[config.mk]
export PLATFORM = sky130hd
export DESIGN_NAME = shuffled_lcg_range_draw_core_flat
export DESIGN_NICKNAME = d
export VERILOG_FILES = /design/src/rtl/slrd_pkg.sv /design/src/rtl/slrd_if.sv /design/src/rtl/shuffled_lcg_range_draw_core.sv /design/src/flat_wrapper.sv
export SDC_FILE = /design/constraint.sdc
export NUM_CORES = 2
export LEC_CHECK = 0
export ABC_AREA = 1
export BUFFER_PORTS_ARGS = -buffer_cell sky130_fd_sc_hd__clkbuf_2
export CAP_MARGIN = 20
export CORE_MARGIN = 3
export CORE_UTILIZATION = 40
export CTS_CLUSTER_DIAMETER = 200
export DETAILED_ROUTE_END_ITERATION = 12
export PLACE_DENSITY = 0.65
export SKIP_LAST_GASP = 1
export SYNTH_ARGS = -nofsm -noshare
export SYNTH_HDL_FRONTEND = slang
export SYNTH_SLANG_ARGS = --single-unit
[constraint.sdc]
create_clock -name i_clk -period 11.4 [get_ports i_clk]
set_clock_uncertainty 0.05 [all_clocks]
set_input_delay 2.28 -clock i_clk [delete_from_list [all_inputs] [get_ports i_clk]]
set_output_delay 2.28 -clock i_clk [all_outputs]
set_load 0.02 [all_outputs]
[src/rtl/slrd_pkg.sv]
// Package with the shared types and constants of the shuffled range draw core.
package slrd_pkg;

    localparam int TABLE_ENTRIES = 32;
    localparam int IDX_W         = $clog2(TABLE_ENTRIES);
    localparam int WARM_SKIP     = 8;
    localparam int WARM_STEPS    = TABLE_ENTRIES + WARM_SKIP;
    localparam int CNT_W         = $clog2(WARM_STEPS);
    localparam int DRAW_W        = 31;
    localparam int DCNT_W        = $clog2(DRAW_W);

    localparam logic [14:0] LCG_MUL = 15'd16807;
    localparam logic [30:0] LCG_MOD = 31'h7FFF_FFFF;
    localparam logic [30:0] BUCKET  = 31'(1 + (2147483647 - 1) / TABLE_ENTRIES);

    typedef logic [DRAW_W-1:0] t_draw;
    typedef logic signed [31:0] t_value;

endpackage

[src/rtl/slrd_if.sv]
// Valid/ready channel interfaces for requests and results of the range draw core.
interface slrd_req_if;
    logic            valid;
    logic            ready;
    slrd_pkg::t_value range_low;
    slrd_pkg::t_value range_high;

    modport source (output valid, output range_low, output range_high, input ready);
    modport sink   (input valid, input range_low, input range_high, output ready);
endinterface

interface slrd_rsp_if;
    logic            valid;
    logic            ready;
    slrd_pkg::t_value value;

    modport source (output valid, output value, input ready);
    modport sink   (input valid, input value, output ready);
endinterface

[src/rtl/shuffled_lcg_range_draw_core.sv]
// Top level of the shuffled minimal-standard generator with unbiased range draw.
// A degenerate span goes from acceptance straight to the output state and the result register.
// A draw runs through read, update, a 31-step remainder, check and output, preceded by a
// warm-up when one is needed and repeated from the read for each rejected draw. Requests
// are taken only in the idle state. The result register lets the next request in early.
// Reset is synchronous and active low; the shuffle table needs no clearing pass.
module shuffled_lcg_range_draw_core (
    input  logic             i_clk,
    input  logic             i_rst_n,
    input  logic             i_seed_we,
    input  slrd_pkg::t_value i_seed,
    slrd_req_if.sink         i_req,
    slrd_rsp_if.source       o_rsp
);

    localparam logic [2:0] S_IDLE = 3'd0;
    localparam logic [2:0] S_WARM = 3'd1;
    localparam logic [2:0] S_DRAW = 3'd2;
    localparam logic [2:0] S_UPD  = 3'd3;
    localparam logic [2:0] S_DIV  = 3'd4;
    localparam logic [2:0] S_CHK  = 3'd5;
    localparam logic [2:0] S_OUT  = 3'd6;

    function automatic slrd_pkg::t_draw lcg_next(input slrd_pkg::t_draw s);
        logic [45:0] p;
        logic [31:0] r;
        p = 46'(s) * 46'(slrd_pkg::LCG_MUL);
        r = 32'(p[45:31]) + 32'(p[30:0]);
        if (r >= 32'(slrd_pkg::LCG_MOD)) begin
            r = r - 32'(slrd_pkg::LCG_MOD);
        end
        return r[30:0];
    endfunction

    logic [2:0]                      r_state, n_state;
    slrd_pkg::t_draw                 r_lcg, n_lcg;
    slrd_pkg::t_draw                 r_shuf, n_shuf;
    logic                            r_warm, n_warm;
    logic [slrd_pkg::CNT_W-1:0]      r_cnt, n_cnt;
    logic [slrd_pkg::IDX_W-1:0]      r_idx, n_idx;
    logic [31:0]                     r_low, n_low;
    logic [31:0]                     r_span, n_span;
    slrd_pkg::t_draw                 r_num, n_num;
    logic [31:0]                     r_rem, n_rem;
    logic [slrd_pkg::DCNT_W-1:0]     r_dcnt, n_dcnt;
    logic [31:0]                     r_res, n_res;
    logic                            r_out_valid, n_out_valid;
    logic [31:0]                     r_out_value, n_out_value;

    slrd_pkg::t_draw                 r_table [slrd_pkg::TABLE_ENTRIES];
    slrd_pkg::t_draw                 r_rdata;
    logic                            mem_we;
    logic                            mem_re;
    logic [slrd_pkg::IDX_W-1:0]      mem_wa;
    logic [slrd_pkg::IDX_W-1:0]      mem_ra;
    slrd_pkg::t_draw                 mem_wd;

    slrd_pkg::t_draw                 lcg_step;
    logic                            warm_go;
    slrd_pkg::t_draw                 warm_start;
    slrd_pkg::t_draw                 bucket_q;
    logic [slrd_pkg::IDX_W-1:0]      draw_idx;
    logic [31:0]                     span_m1;
    logic [32:0]                     rem_sh;
    logic [32:0]                     chk_sum;
    logic [31:0]                     seed_mag;
    logic [slrd_pkg::CNT_W-1:0]      warm_pos;

    assign i_req.ready = (r_state == S_IDLE);
    assign o_rsp.valid = r_out_valid;
    assign o_rsp.value = r_out_value;

    always_ff @(posedge i_clk) begin
        if (mem_we) begin
            r_table[mem_wa] <= mem_wd;
        end
        if (mem_re) begin
            r_rdata <= r_table[mem_ra];
        end
    end

    always_comb begin
        lcg_step   = lcg_next(r_lcg);
        warm_go    = r_warm || (r_shuf == '0) || (r_lcg == '0);
        warm_start = r_warm ? r_lcg : 31'd1;
        if (warm_start == '0) begin
            warm_start = 31'd1;
        end
        bucket_q = r_shuf / slrd_pkg::BUCKET;
        if (bucket_q >= 31'(slrd_pkg::TABLE_ENTRIES)) begin
            draw_idx = slrd_pkg::IDX_W'(slrd_pkg::TABLE_ENTRIES - 1);
        end else begin
            draw_idx = bucket_q[slrd_pkg::IDX_W-1:0];
        end
        span_m1  = 32'(i_req.range_high) - 32'(i_req.range_low);
        rem_sh   = {r_rem, r_num[r_dcnt]};
        chk_sum  = 33'(r_num) - 33'(r_rem) + 33'(r_span);
        seed_mag = i_seed[31] ? (32'd0 - 32'(i_seed)) : 32'(i_seed);
        if (seed_mag > 32'(slrd_pkg::LCG_MOD)) begin
            seed_mag = 32'(slrd_pkg::LCG_MOD);
        end
        warm_pos = slrd_pkg::CNT_W'(slrd_pkg::WARM_STEPS - 1) - r_cnt;
    end

    always_comb begin
        n_state     = r_state;
        n_lcg       = r_lcg;
        n_shuf      = r_shuf;
        n_warm      = r_warm;
        n_cnt       = r_cnt;
        n_idx       = r_idx;
        n_low       = r_low;
        n_span      = r_span;
        n_num       = r_num;
        n_rem       = r_rem;
        n_dcnt      = r_dcnt;
        n_res       = r_res;
        n_out_valid = r_out_valid;
        n_out_value = r_out_value;
        mem_we      = 1'b0;
        mem_re      = 1'b0;
        mem_wa      = draw_idx;
        mem_ra      = draw_idx;
        mem_wd      = lcg_step;

        if (r_out_valid && o_rsp.ready) begin
            n_out_valid = 1'b0;
        end

        case (r_state)
            S_IDLE: begin
                if (i_req.valid) begin
                    n_low  = 32'(i_req.range_low);
                    n_span = span_m1 + 32'd1;
                    if ((span_m1 == '0) || span_m1[31]) begin
                        n_res   = 32'(i_req.range_low);
                        n_state = S_OUT;
                    end else if (warm_go) begin
                        n_lcg   = warm_start;
                        n_cnt   = '0;
                        n_state = S_WARM;
                    end else begin
                        n_state = S_DRAW;
                    end
                end
            end
            S_WARM: begin
                n_lcg  = lcg_step;
                mem_wa = warm_pos[slrd_pkg::IDX_W-1:0];
                if (r_cnt >= slrd_pkg::CNT_W'(slrd_pkg::WARM_SKIP)) begin
                    mem_we = 1'b1;
                end
                if (r_cnt == slrd_pkg::CNT_W'(slrd_pkg::WARM_STEPS - 1)) begin
                    n_shuf  = lcg_step;
                    n_warm  = 1'b0;
                    n_state = S_DRAW;
                end else begin
                    n_cnt = r_cnt + 1'b1;
                end
            end
            S_DRAW: begin
                n_lcg   = lcg_step;
                mem_re  = 1'b1;
                n_idx   = draw_idx;
                n_state = S_UPD;
            end
            S_UPD: begin
                mem_we  = 1'b1;
                mem_wa  = r_idx;
                mem_wd  = r_lcg;
                n_shuf  = r_rdata;
                n_num   = r_rdata;
                n_rem   = '0;
                n_dcnt  = slrd_pkg::DCNT_W'(slrd_pkg::DRAW_W - 1);
                n_state = S_DIV;
            end
            S_DIV: begin
                if (rem_sh >= {1'b0, r_span}) begin
                    n_rem = 32'(rem_sh - {1'b0, r_span});
                end else begin
                    n_rem = rem_sh[31:0];
                end
                if (r_dcnt == '0) begin
                    n_state = S_CHK;
                end else begin
                    n_dcnt = r_dcnt - 1'b1;
                end
            end
            S_CHK: begin
                if (chk_sum <= 33'h0_8000_0000) begin
                    n_res   = r_low + r_rem;
                    n_state = S_OUT;
                end else if (warm_go) begin
                    n_lcg   = warm_start;
                    n_cnt   = '0;
                    n_state = S_WARM;
                end else begin
                    n_state = S_DRAW;
                end
            end
            S_OUT: begin
                if (!r_out_valid || o_rsp.ready) begin
                    n_out_valid = 1'b1;
                    n_out_value = r_res;
                    n_state     = S_IDLE;
                end
            end
            default: begin
                n_state = S_IDLE;
            end
        endcase

        if (i_seed_we) begin
            n_lcg  = seed_mag[30:0];
            n_shuf = '0;
            n_warm = 1'b1;
        end
    end

    always_ff @(posedge i_clk) begin
        if (!i_rst_n) begin
            r_state     <= S_IDLE;
            r_lcg       <= '0;
            r_shuf      <= '0;
            r_warm      <= 1'b1;
            r_cnt       <= '0;
            r_dcnt      <= '0;
            r_out_valid <= 1'b0;
        end else begin
            r_state     <= n_state;
            r_lcg       <= n_lcg;
            r_shuf      <= n_shuf;
            r_warm      <= n_warm;
            r_cnt       <= n_cnt;
            r_dcnt      <= n_dcnt;
            r_out_valid <= n_out_valid;
        end
    end

    always_ff @(posedge i_clk) begin
        r_idx       <= n_idx;
        r_low       <= n_low;
        r_span      <= n_span;
        r_num       <= n_num;
        r_rem       <= n_rem;
        r_res       <= n_res;
        r_out_value <= n_out_value;
    end

endmodule

[src/flat_wrapper.sv]
// flat-port wrapper written by rule: the top's interface ports become plain ports
module shuffled_lcg_range_draw_core_flat 
  (i_clk, i_rst_n, i_seed_we, i_seed, i_req_valid, i_req_range_low, i_req_range_high, i_req_ready, o_rsp_valid, o_rsp_value, o_rsp_ready);
  slrd_req_if i_req_i ();
  slrd_rsp_if o_rsp_i ();
  input  logic i_clk;
  input  logic i_rst_n;
  input  logic i_seed_we;
  input  slrd_pkg::t_value i_seed;
  input wire logic [$bits(i_req_i.valid)-1:0] i_req_valid;
  input wire logic [$bits(i_req_i.range_low)-1:0] i_req_range_low;
  input wire logic [$bits(i_req_i.range_high)-1:0] i_req_range_high;
  output wire logic [$bits(i_req_i.ready)-1:0] i_req_ready;
  output wire logic [$bits(o_rsp_i.valid)-1:0] o_rsp_valid;
  output wire logic [$bits(o_rsp_i.value)-1:0] o_rsp_value;
  input wire logic [$bits(o_rsp_i.ready)-1:0] o_rsp_ready;
  assign i_req_i.valid = i_req_valid;
  assign i_req_i.range_low = i_req_range_low;
  assign i_req_i.range_high = i_req_range_high;
  assign i_req_ready = i_req_i.ready;
  assign o_rsp_valid = o_rsp_i.valid;
  assign o_rsp_value = o_rsp_i.value;
  assign o_rsp_i.ready = o_rsp_ready;
  shuffled_lcg_range_draw_core u_core (.i_clk(i_clk), .i_rst_n(i_rst_n), .i_seed_we(i_seed_we), .i_seed(i_seed), .i_req(i_req_i), .o_rsp(o_rsp_i));
endmodule
# Word level (Yosys, flattened, before mapping)
# Memory sizes are Yosys's and may differ from the RTL's. A register that Yosys moved wholly into a read port is not among the register bits.
# Cells that the tools add are included.
[word_totals] out_inout_bits=34 reg_bits=274 mem_count=1 ram_bits=992 elab_cells=132 input_bits=101
[op_classes] n_reduce_logical=28 mul=1 addsub=12 muxes=48 bitwise=1 n_eq_ne=20 n_lt_le_gt_ge=7
[memory_table] memory="u_core.r_table" depth=32 width=31 rd=1 rd_ports_with_merged_regs=1 wr=1 line="shuffled_lcg_range_draw_core.sv:50" text="slrd_pkg::t_draw r_table [slrd_pkg::TABLE_ENTRIES];"
[ops] cell="two-way mux 31 bit" n=11
[ops] cell="two-way mux 32 bit" n=5
[ops] cell="one-hot mux 32 bit (2 select lines)" n=2
[ops] cell="zero test 31 bit" n=3
[ops] cell="one-hot mux 31 bit (3 select lines)" n=1
[ops] cell="subtractor 32 bit" n=2
[ops] cell="one-hot mux 31 bit (2 select lines)" n=1
[ops] cell="multiplier 31 x 15 -> 46 bit (second input constant)" n=1
[ops] cell="adder 33 x 32 -> 33 bit" n=1
[ops] cell=">= comparator 33 x 32 -> 1 bit" n=1
[ops] cell="<= comparator 33 x 32 -> 1 bit (second input constant)" n=1
[ops] cell="subtractor 31 x 32 -> 33 bit" n=1
[ops] cell="adder 15 x 31 -> 32 bit" n=1
[ops] cell="adder 32 x 1 -> 32 bit (second input constant)" n=1
[ops] cell="adder 32 bit" n=1
[ops] cell=">= comparator 32 x 31 -> 1 bit (second input constant)" n=1
[ops] cell="> comparator 32 x 31 -> 1 bit (second input constant)" n=1
[ops] cell="zero test 32 bit" n=1
[ops] cell="subtractor 1 x 32 -> 32 bit (first input constant)" n=1
[ops] cell="subtractor 31 bit (second input constant)" n=1
[ops] cell="two-way mux 6 bit" n=5
[ops] cell="one-hot mux 3 bit (7 select lines)" n=1
[ops] cell="one-hot mux 5 bit (2 select lines)" n=2
[ops] cell="two-way mux 3 bit" n=6
[ops] cell="other kinds (32)" n=65

# Logic depth before layout (Yosys ltp)
[depth] ltp_word=8 mapped_depth=60 ltp_nobuf=59

# Worst setup path after synthesis
# OpenSTA, ideal clock, no wires.
[synth_timing] path_kind="reg-to-reg" start="reg u_core.r_lcg[23]" end="mem u_core.r_table[0][12] (netlist bit), data pin" period_less_slack_ps=8888 setup_time_ps=454 t_arrival_ps=8384 n_path_buf=2 setup_slack_ps=2512 required_time_ps=10896 path_stages_with_launch=53 cell_sequence="dfxtp_1 -> inv_1 -> fa_1 -> inv_1 -> ha_1 -> inv_1 -> fa_1 -> inv_1 -> fa_1 -> fa_1 -> inv_1 -> fa_1 -> inv_1 -> ha_1 -> nand2_1 -> nor2_1 -> nand2_1 -> nor2_1 -> [17 not listed] -> inv_1 -> nand2_1 -> nand2_1 -> nor2_1 -> nand3_1 -> nor2_1 -> nand2_1 -> nor2_2 -> nand3_2 -> nor2_4 -> nand2_4 -> nand2_4 -> buf_8 -> buf_8 -> nand3_1 -> nand2_1 -> nand2_1 -> o21ai_0"
[synth_via] elab_chain_len=5 word_cells_on_any_way=6 classes_between="2 x add/sub; 1 x mul; 1 x order compare; 2 x mux"
[synth_lines] element="start, declared" line="shuffled_lcg_range_draw_core.sv:36" text="slrd_pkg::t_draw r_lcg, n_lcg;"
[synth_lines] element="start signal, assigned" line="shuffled_lcg_range_draw_core.sv:231" text="r_lcg <= n_lcg;"
[synth_lines] element="multiplier 31 x 15 -> 46 bit (*)" line="shuffled_lcg_range_draw_core.sv:27" text="p = 46'(s) * 46'(slrd_pkg::LCG_MUL);"
[synth_lines] element="adder 15 x 31 -> 32 bit (*)" line="shuffled_lcg_range_draw_core.sv:28" text="r = 32'(p[45:31]) + 32'(p[30:0]);"
[synth_lines] element="subtractor 31 bit / >= comparator 32 x 31 -> 1 bit (equally long branches)" line="shuffled_lcg_range_draw_core.sv:30, shuffled_lcg_range_draw_core.sv:29"
[synth_lines] element="two-way mux 31 bit (*)" line="shuffled_lcg_range_draw_core.sv:29" text="if (r >= 32'(slrd_pkg::LCG_MOD)) begin"
[synth_lines] element="two-way mux 31 bit (*)" line="shuffled_lcg_range_draw_core.sv:130" text="case (r_state)"
[synth_lines] element="named net u_core.mem_wd[12]" line="shuffled_lcg_range_draw_core.sv:56" text="slrd_pkg::t_draw mem_wd;"
[synth_lines] element="end, declared" line="shuffled_lcg_range_draw_core.sv:50"
# The timed path passes the listed nets; every way through them passes the cells marked *.

# Final worst setup path
[layout_timing] start="reg u_core.r_lcg[23]" end="mem u_core.r_table[4][14] (netlist bit), data pin"
# The elaborated chain is that of the path after synthesis.

==> impl_summary.txt <==
----------------------------------------------------
[Outcome]
  Result of the run ... finished clean

[Routing]
  Met3 Wirelength ... 19900 µm
  Top metal layer carrying routed signals ... met4
  Detailed Route Iter0 Violations ... 5870
  Final ANT Viol Nets ... 0
  Detailed-route DRC error count ... 0
  Routed met2 length ... 101000 µm
  Detailed Routing Iterations Pass 1 ... 8
  WL per Instance ... 23.0 µm
  Ratio of routed vias to standard cells ... 5.59
  Routed WL ... 223000 µm
  Vias after detailed routing ... 54.3k
  DRT met1 WL ... 94200 µm

[Logic synthesis]
  Fraction of synthesized cell area in xor and xnor cells ... 0.0225
  Area share of fa/ha/maj cells after synthesis ... 0.110
  Syn Nets ... 7787
  Number of enable flip-flop cells after synthesis ... 1219
  Mapped Area ... 70900 µm²
  Avg Synthesized Cell Area ... 9.89 µm²
  Area fraction in compound gates after synthesis ... 0.126
  Asr flop ratio synth ... 0
  Number of standard cells after synthesis ... 7164
  Top FF cell, synth ... edfxtp_1
  Syn. warnings ... 0
  Fraction of the yosys area taken by sequential cells ... 0.539
  Multiplexer share of the synthesized area ... 0
  Dominant combinational cell family by area after synthesis ... simple AND/OR/NAND/NOR gates
  Number of distinct library cells after synthesis ... 62
  Simple-Gate Fraction of Synth Area ... 0.142
  #FFs+latches synth ... 1297

[Critical path]
  Data required time at the worst endpoint ... 11.91 ns
  Sort of element at the start of the critical path ... register
  Top cell by count, worst path ... nand2_1
  Critical Path Fanout Max ... 32
  Crit Path Class ... register to register
  Worst Path Buf+Inv ... 10
  Cell with the largest stage delay on the worst path ... fa_1
  Category of the worst setup path capture point ... register
  Kind of cell adding the most delay to the critical path ... simple AND/OR/NAND/NOR gates
  Worst path max stage delay ... 0.60 ns
  Critical Path AT ... 11.24 ns

[Cells and area]
  Share of layout cells above drive strength 1 ... 0.0856
  Layout net count ... 7890
  Post-synthesis to final-layout area growth ... 11.8%
  Commonest cells after routing, fill and taps aside ... edfxtp_1, nand2_1, nor2_1, inv_1, o21ai_0
  Seq. cell area ... 38200 µm²
  Filler cell count in the final layout ... 16.4k
  Multi-input gate area ... 28800 µm²
  Commonest non-fill, non-tap cell in the layout ... edfxtp_1

[Floorplan]
  Number of top-level design ports ... 135
  Initial Util ... 0.405
  Placeable core region ... 175000 µm²
  FP Rows ... 153
  Chip Height ... 427 µm
  Die area ... 182000 µm²
  Die Wd ... 427 µm

[Clock network]
  Clock root buffer ... clkbuf_16
  Deepest clock path buffer count ... 3
  H-tree levels ... 4
  Cts bufs inserted ... 137
  Number of clock sinks ... 1297
  TritonCTS clock tree ... done
  Clock-pin transition on the worst setup and hold timing paths ... 0.06 ns
  Worst-skew pair later-pin latency ... 0.77 ns

[Global routing]
  Vias in the first global route ... 51.7k
  Overall fraction of global-route tracks in use ... 0.240
  Grt ovf ... 0
  Largest net degree at the start of global routing ... 169
  Number of antenna violations at the first check in global routing ... 2
  Wire length of the first global-routing pass ... 329000 µm

[Timing]
  Rel. slew slack ... 0.318
  Share of the cycle needed by the critical path after routing ... 0.942
  Number of endpoints failing setup at the final stage ... 0
  Hold violation total from the final report ... 0
  Final critical delay including setup and external delays ... 10.73 ns
  Final TNS setup ... 0 ns
  Transition time of the tightest slew-check pin ... 1.02 ns
  Unrepaired setup endpoints after global routing ... false
  Number of pins exceeding their max-slew limit in the final report ... 0
  Fmax ... 0.0932 GHz

[Job]
  MaxCap Viol Count ... 0

[Placement]
  Number of port buffers ... 134
  Last weighted congestion value of the routability-driven placer ... 0.980
  Hpwl dp ... 144000 µm

[Hold path]
  Path category of the worst min-delay check ... register to register

----------------------------------------------------
==> area by class of cell <==
| class | count | area share |
|---|---|---|
| sequential | 1297 | 0.482 |
| multi-input combinational | 4721 | 0.363 |
| clock buffer | 166 | 0.0456 |
| inverter | 863 | 0.0411 |
| tap | 2325 | 0.0367 |
| timing repair buffer | 247 | 0.0211 |
| clock inverter | 77 | 0.0107 |
| antenna | 2 | 0.0000632 |
==> per-stage QoR <==
step / util / cell area [µm²] / hold slack (ns) / setup WS [ns] / std cells
floorplan: - / 70900 / 0.350 / 2.51 / 7164
global placement: 0.426 / 74600 / 0.352 / 0.887 / 9442
detailed placement: 0.426 / 74600 / 0.355 / 0.784 / 9443
CTS: 0.452 / 79000 / 0.368 / 0.744 / 9686
global route: 0.453 / 79200 / 0.369 / 0.0227 / 9696
finish: 0.453 / 79200 / 0.363 / 0.666 / 9698
==> final timing paths <==
kind / to / startpoint / slack [ns] / cells after the start
worst max-delay path: u_core.r_table[4][14] / u_core.r_lcg[23] / 0.67 / 48
worst min-delay path: u_core.o_rsp.value[27] / u_core.r_res[27] / 0.36 / 0
worst max register to register: u_core.r_table[4][14] / u_core.r_lcg[23] / 0.67 / 48
worst min register to register: u_core.o_rsp.value[27] / u_core.r_res[27] / 0.36 / 0
==> kinds of logic after synthesis <==
family	count (synthesis)
and+or+nand+nor	2410
AOI/OAI and AO/OA	1609
DFF	1297
buffers and inverters	1146
adders and majority gates	522
xor gates and xnor gates	180
==> per-layer routing <==
metal / global-route usage / up-vias
met5: 0 / -
met2: 0.376 / 2462
li1: - / 24923
met4: 0.0825 / 0
met3: 0.0459 / 429
met1: 0.332 / 26436
==> flip-flops by register name, indices dropped and copies added, names as in the netlist <==
register	flops
u_core.o_rsp.valid	1
u_core.o_rsp.value	32
u_core.r_cnt	6
u_core.r_dcnt	5
u_core.r_idx	5
u_core.r_lcg	31
u_core.r_low	32
u_core.r_num	31
u_core.r_rdata	31
u_core.r_rem	32
u_core.r_res	32
u_core.r_shuf	31
u_core.r_span	32
u_core.r_state	3
u_core.r_table	992
u_core.r_warm	1
==> synth_stat cells (22+ instances only) <==
cell type     n  area, µm²
a21oi_1     306       1530
clkbuf_1    255        957
dfxtp_1      78       1560
edfxtp_1   1219      36600
fa_1        168       3360
ha_1        354       4430
inv_1       826       3100
inv_2        26       97.6
nand2_1     959       3600
nand2_2      22        138
nand3_1     260       1300
nand4_1      55        344
nor2_1      962       3610
nor3_1       40        200
nor4_1       24        150
o21ai_0     823       4120
o21bai_1     27        203
o22ai_1     303       1900
xnor2_1      66        578
xor2_1      112        981
==> what timing repair did <==
action / CTS / global route
buffers inserted: 0 / 0
hold buffers: 0 / 0
endpoints found under the setup margin: 0 / 24
gates resized for setup: 0 / 1
Power is not shown: default switching activity piles up to over one toggle a cycle in this logic, so the estimate is an artifact.
